===== src/mse_pkg.sv =====
// Package for the merge sort engine: sizes, the link type that carries a
// value between neighbouring cells, and the signed compare.
// No dependencies.
package mse_pkg;

  localparam int MAX_ITEMS  = 64;
  localparam int VALUE_BITS = 32;
  localparam int CNT_BITS   = $clog2(MAX_ITEMS + 1);

  typedef logic [VALUE_BITS-1:0] val_t;
  typedef logic [CNT_BITS-1:0]   cnt_t;

  // One value travelling along the chain, with its valid flag
  typedef struct packed {
    logic vld;
    val_t val;
  } mse_link_t;

  // Strict signed less-than; equal values leave the earlier one in place
  function automatic logic val_lt(input val_t a, input val_t b);
    return $signed(a) < $signed(b);
  endfunction

endpackage


===== src/mse_cell.sv =====
// One cell of the systolic insertion chain: holds one value, keeps the
// smaller of held and arriving, hands the larger on to the right, and in
// the emit phase takes the right neighbour's value. Depends on mse_pkg.
module mse_cell
  import mse_pkg::*;
(
  input  logic      clk,
  input  logic      rst_n,
  input  logic      shift_en,   // emit phase: take the right neighbour's value
  input  mse_link_t from_left,  // value arriving from the left
  input  mse_link_t from_right, // right neighbour's held value
  output mse_link_t held,
  output mse_link_t to_right
);

  logic held_vld_r, held_vld_nxt;
  val_t held_val_r, held_val_nxt;
  logic pass_vld_r, pass_vld_nxt;
  val_t pass_val_r, pass_val_nxt;

  // Insert / shift decision
  always_comb begin
    held_vld_nxt = held_vld_r;
    held_val_nxt = held_val_r;
    pass_vld_nxt = 1'b0;
    pass_val_nxt = pass_val_r;
    if (shift_en) begin
      held_vld_nxt = from_right.vld;
      held_val_nxt = from_right.val;
    end else if (from_left.vld) begin
      if (!held_vld_r) begin
        held_vld_nxt = 1'b1;
        held_val_nxt = from_left.val;
      end else if (val_lt(from_left.val, held_val_r)) begin
        // newcomer is strictly smaller: it stays, old value moves on
        held_val_nxt = from_left.val;
        pass_vld_nxt = 1'b1;
        pass_val_nxt = held_val_r;
      end else begin
        // ties go right so earlier items stay ahead
        pass_vld_nxt = 1'b1;
        pass_val_nxt = from_left.val;
      end
    end
  end

  always_ff @(posedge clk) begin
    if (!rst_n) begin
      held_vld_r <= 1'b0;
      pass_vld_r <= 1'b0;
    end else begin
      held_vld_r <= held_vld_nxt;
      pass_vld_r <= pass_vld_nxt;
    end
  end

  always_ff @(posedge clk) begin
    held_val_r <= held_val_nxt;
    pass_val_r <= pass_val_nxt;
  end

  assign held     = '{vld: held_vld_r, val: held_val_r};
  assign to_right = '{vld: pass_vld_r, val: pass_val_r};

endmodule


===== config.mk =====
export PLATFORM = sky130hd
export DESIGN_NAME = mse_cell
export DESIGN_NICKNAME = d
export VERILOG_FILES = /design/src/mse_pkg.sv /design/src/mse_cell.sv
export SDC_FILE = /design/constraint.sdc
export NUM_CORES = 1
export LEC_CHECK = 0
export ABC_AREA = 0
export BUFFER_PORTS_ARGS = -buffer_cell sky130_fd_sc_hd__buf_4
export CELL_PAD_IN_SITES_DETAIL_PLACEMENT = 1
export CELL_PAD_IN_SITES_GLOBAL_PLACEMENT = 2
export CORE_ASPECT_RATIO = 1.2
export CORE_UTILIZATION = 32
export CTS_CLUSTER_SIZE = 14
export DETAILED_ROUTE_END_ITERATION = 12
export GPL_ROUTABILITY_DRIVEN = 0
export PLACE_DENSITY = 0.81
export SLEW_MARGIN = 40
export SYNTH_ARGS = -nofsm -noshare
export SYNTH_HDL_FRONTEND = slang
export SYNTH_SLANG_ARGS = --single-unit

===== constraint.sdc =====
create_clock -name clk -period 3.8 [get_ports clk]
set_input_delay 0.19 -clock clk [delete_from_list [all_inputs] [get_ports clk]]
set_output_delay 0.19 -clock clk [all_outputs]
set_load 0.005 [all_outputs]

==> metrics.csv <==
metric,value,unit
Synth Instances,258,
CTS tree,done,
top-count cell post-synth,edfxtp_1,
initial antenna violation count,0,
Post-synth EDFFs,64,
Residual DRC,0,
Starting Density,32.8,%
post-cts gate resize count,0,
final count of negative-setup-slack endpoints,0,
clock group share of total power,35.3,%
die area,11700,sq um
Setup TNS,0,ns
Leakage Power,2.24,nW
outcome,"finished, final reports clean",
# nets final,499,
end of the worst register-to-register path,held_val_r[27],
Critical Path Sink,held_val_r[27],
R2R Setup Slk,0.86,ns
top post-synthesis cells by area,"edfxtp_1 (53%), mux2_2 (19%), ha_1 (11%)",
Antenna diodes,0,
die height,118,um
Worst-path clk slew,0.05,ns
CTS sink cnt,66,
DR pass1 iterations,4,
crit share post-route,77.4,%
"Warnings, synthesis",0,
Post-Place Cells,520,
Post-Synth XOR/XNOR Area,0,%
worst slew pin tran,0.499,ns
Flop pwr share,42.7,%
Fin. Hold Viols,0,
switching share of power,24.9,%
Core ar.,11000,sq um
async set-reset flop share out of synthesis,0,%
Internal Power,1.60,mW
RSZ-0062 raised after global routing,false,
ANT nets after route,0,
Critical Path Sink Type,flop,
fmax,340,MHz
gr usage total,15.9,%
drt wl/cell,16.7,um
register area share after synthesis,54.5,%
post-synthesis mux area share,20.0,%
met1 Use GR,17.7,%
max-slew violations,0,
Simple-Gate Fraction of Synth Area,3.90,%
WP data arrival,2.97,ns
Ports,135,
hpwl dp,6760,um
CP Launch Type,flop,
synthesized flop and latch total,66,
R2R cell count,9,
largest family of logic cells by synthesized area,multiplexers,
final WL,8950,um
Final min period,2.94,ns
cts hold-fix bufs,0,
Clock Latency Late Sink,0.33,ns
setup bufs post-CTS,0,
post-synth top area cell,edfxtp_1,
Post-Synth Adder-Cell Area,10.8,%
Area Growth Syn to Fin,41.0,%
combinational share of power,22.0,%
Synth Net Count,358,
grt peak-use layer,met2,
sw power,0.533,mW
clk root buf,clkbuf_16,
count of cell types in the netlist,31,
Synth Area in Compound Gates,5.53,%
worst-case vdd ir drop,211,uV
"top cells by count, synth","edfxtp_1 (64), mux2_2 (62), inv_1 (33)",
first-pass GRT wire length,14100,um
top cell type's share of synthesized area,53.4,%
CP startpoint,held_val_r[2],
synthesized area per cell,13.9,sq um
H-tree depth,3,
CP Max Fanout,18,
worst path required time,3.83,ns
ys flop type,edfxtp_1,
Pwr per Cell Area,422,nW/um^2
clock skew,0.00652,ns
Hold WC Path Type,in2reg,
Slew Limit Headroom,66.7,%
share of cells above drive strength 1,54.0,%
r2r startpoint,held_val_r[2],
drt first-iter violations,54,
GR Overflow Total,0,
via count,2607,
Layout Cells excl Fill,536,
row count,42,
"Cell Area, Synth",3600,sq um
setup ws final,0.857,ns
vias in the first global route,2741,
Port Buffer Count,134,
Max Buffers Root-to-Sink,2,
max cap viols,0,
GR met2 Demand/Resource,29.0,%
pre-CTS setup slack,0.802,ns
TritonCTS Buffers,9,
Chip Width,98.8,um
met3 Resource Use GR,3.49,%
vias per cell,4.86,
hold_sp,rst_n,
largest net degree at the start of global routing,37,
Fill cells,1172,
Crit Path Class,reg2reg,
==> layout make-up <==
class	count	area, sq um	area share [%]
repair buffers	139	1100	21.6
clock inverters	3	17.5	0.345
flip-flops and latches	66	1960	38.7
inverters	33	124	2.44
clock buffers	13	250	4.93
multi-input cells	150	1460	28.7
well taps	132	165	3.26
==> per-stage QoR <==
step                      utilization (%)  total power [mW]  hold slack, ns  instance area, sq um
after CTS                            46.2              2.17          0.0747                  5070
after detailed placement             43.7              1.41           0.419                  4800
after global placement               43.2              1.39           0.406                  4750
after floorplan                         -              1.20           0.312                  3600
final                                46.2              2.14          0.0834                  5070
after global routing                 46.2              2.24          0.0836                  5070
==> worst min path at each step <==
stage | end | slack (ns) | depth (start not counted)
detailed placement | pass_vld_r | 0.42 | 2
floorplan | pass_vld_r | 0.31 | 1
CTS | pass_vld_r | 0.07 | 2
global route | pass_vld_r | 0.08 | 2
global placement | pass_vld_r | 0.41 | 2
finish | pass_vld_r | 0.08 | 2
==> kinds of logic (layout without fill, tap and decap cells) <==
kind of cell / count (synthesis) / in the layout
adder cells (fa/ha/maj): 31 / 31
multiplexers: 64 / 64
AO/OA/AOI/OAI: 28 / 28
buffers and inverters: 42 / 188
AND/OR/NAND/NOR: 27 / 27
flip-flops: 66 / 66
==> routing by layer <==
metal  vias up  wire (um)
met3        10        444
li1       1246          -
met4         0        147
met5         -          0
met1      1272       3540
met2        79       4820
==> sequential cells by signal, indices dropped and copies added (netlist names) <==
name        count
held_val_r     32
pass_vld_r      1
held_vld_r      1
pass_val_r     32
==> power by group through the flow <==
stage          sequential, mW  clock [mW]  combinational [mW]
6_report                0.912       0.755               0.470
5_1_grt                 0.920       0.798               0.523
4_1_cts                 0.913       0.774               0.483
3_5_place_dp            0.927           0               0.481
3_3_place_gp            0.926           0               0.464
2_1_floorplan           0.925           0               0.270
==> critical path: stages (launching register included) <==
cell	delay [ns]
edfxtp_1	0.40
inv_1	0.08
ha_1	0.23
a211o_1	0.29
a31oi_1	0.16
o221ai_1	0.17
a211o_1	0.36
a211oi_4	0.26
o22a_2	0.46
buf_12	0.23
==> cells in the final DEF, fill, tap and decap left out, types with 2 or more instances in the layout <==
| cell type | instances |
|---|---|
| buf_16 | 2 |
| nand3_1 | 3 |
| nand4_1 | 3 |
| clkinv_2 | 2 |
| clkbuf_1 | 3 |
| a211o_1 | 2 |
| mux2_2 | 62 |
| nor2_1 | 4 |
| dfxtp_1 | 2 |
| nand2b_1 | 3 |
| edfxtp_1 | 64 |
| o21ai_0 | 3 |
| a21o_1 | 2 |
| a21oi_1 | 12 |
| ha_1 | 31 |
| inv_1 | 33 |
| mux2_1 | 2 |
| nand2_1 | 7 |
| clkbuf_16 | 9 |
| and2_1 | 3 |
| buf_4 | 136 |
| and4_1 | 2 |
Note: power is estimated with default switching activity, not from simulation.
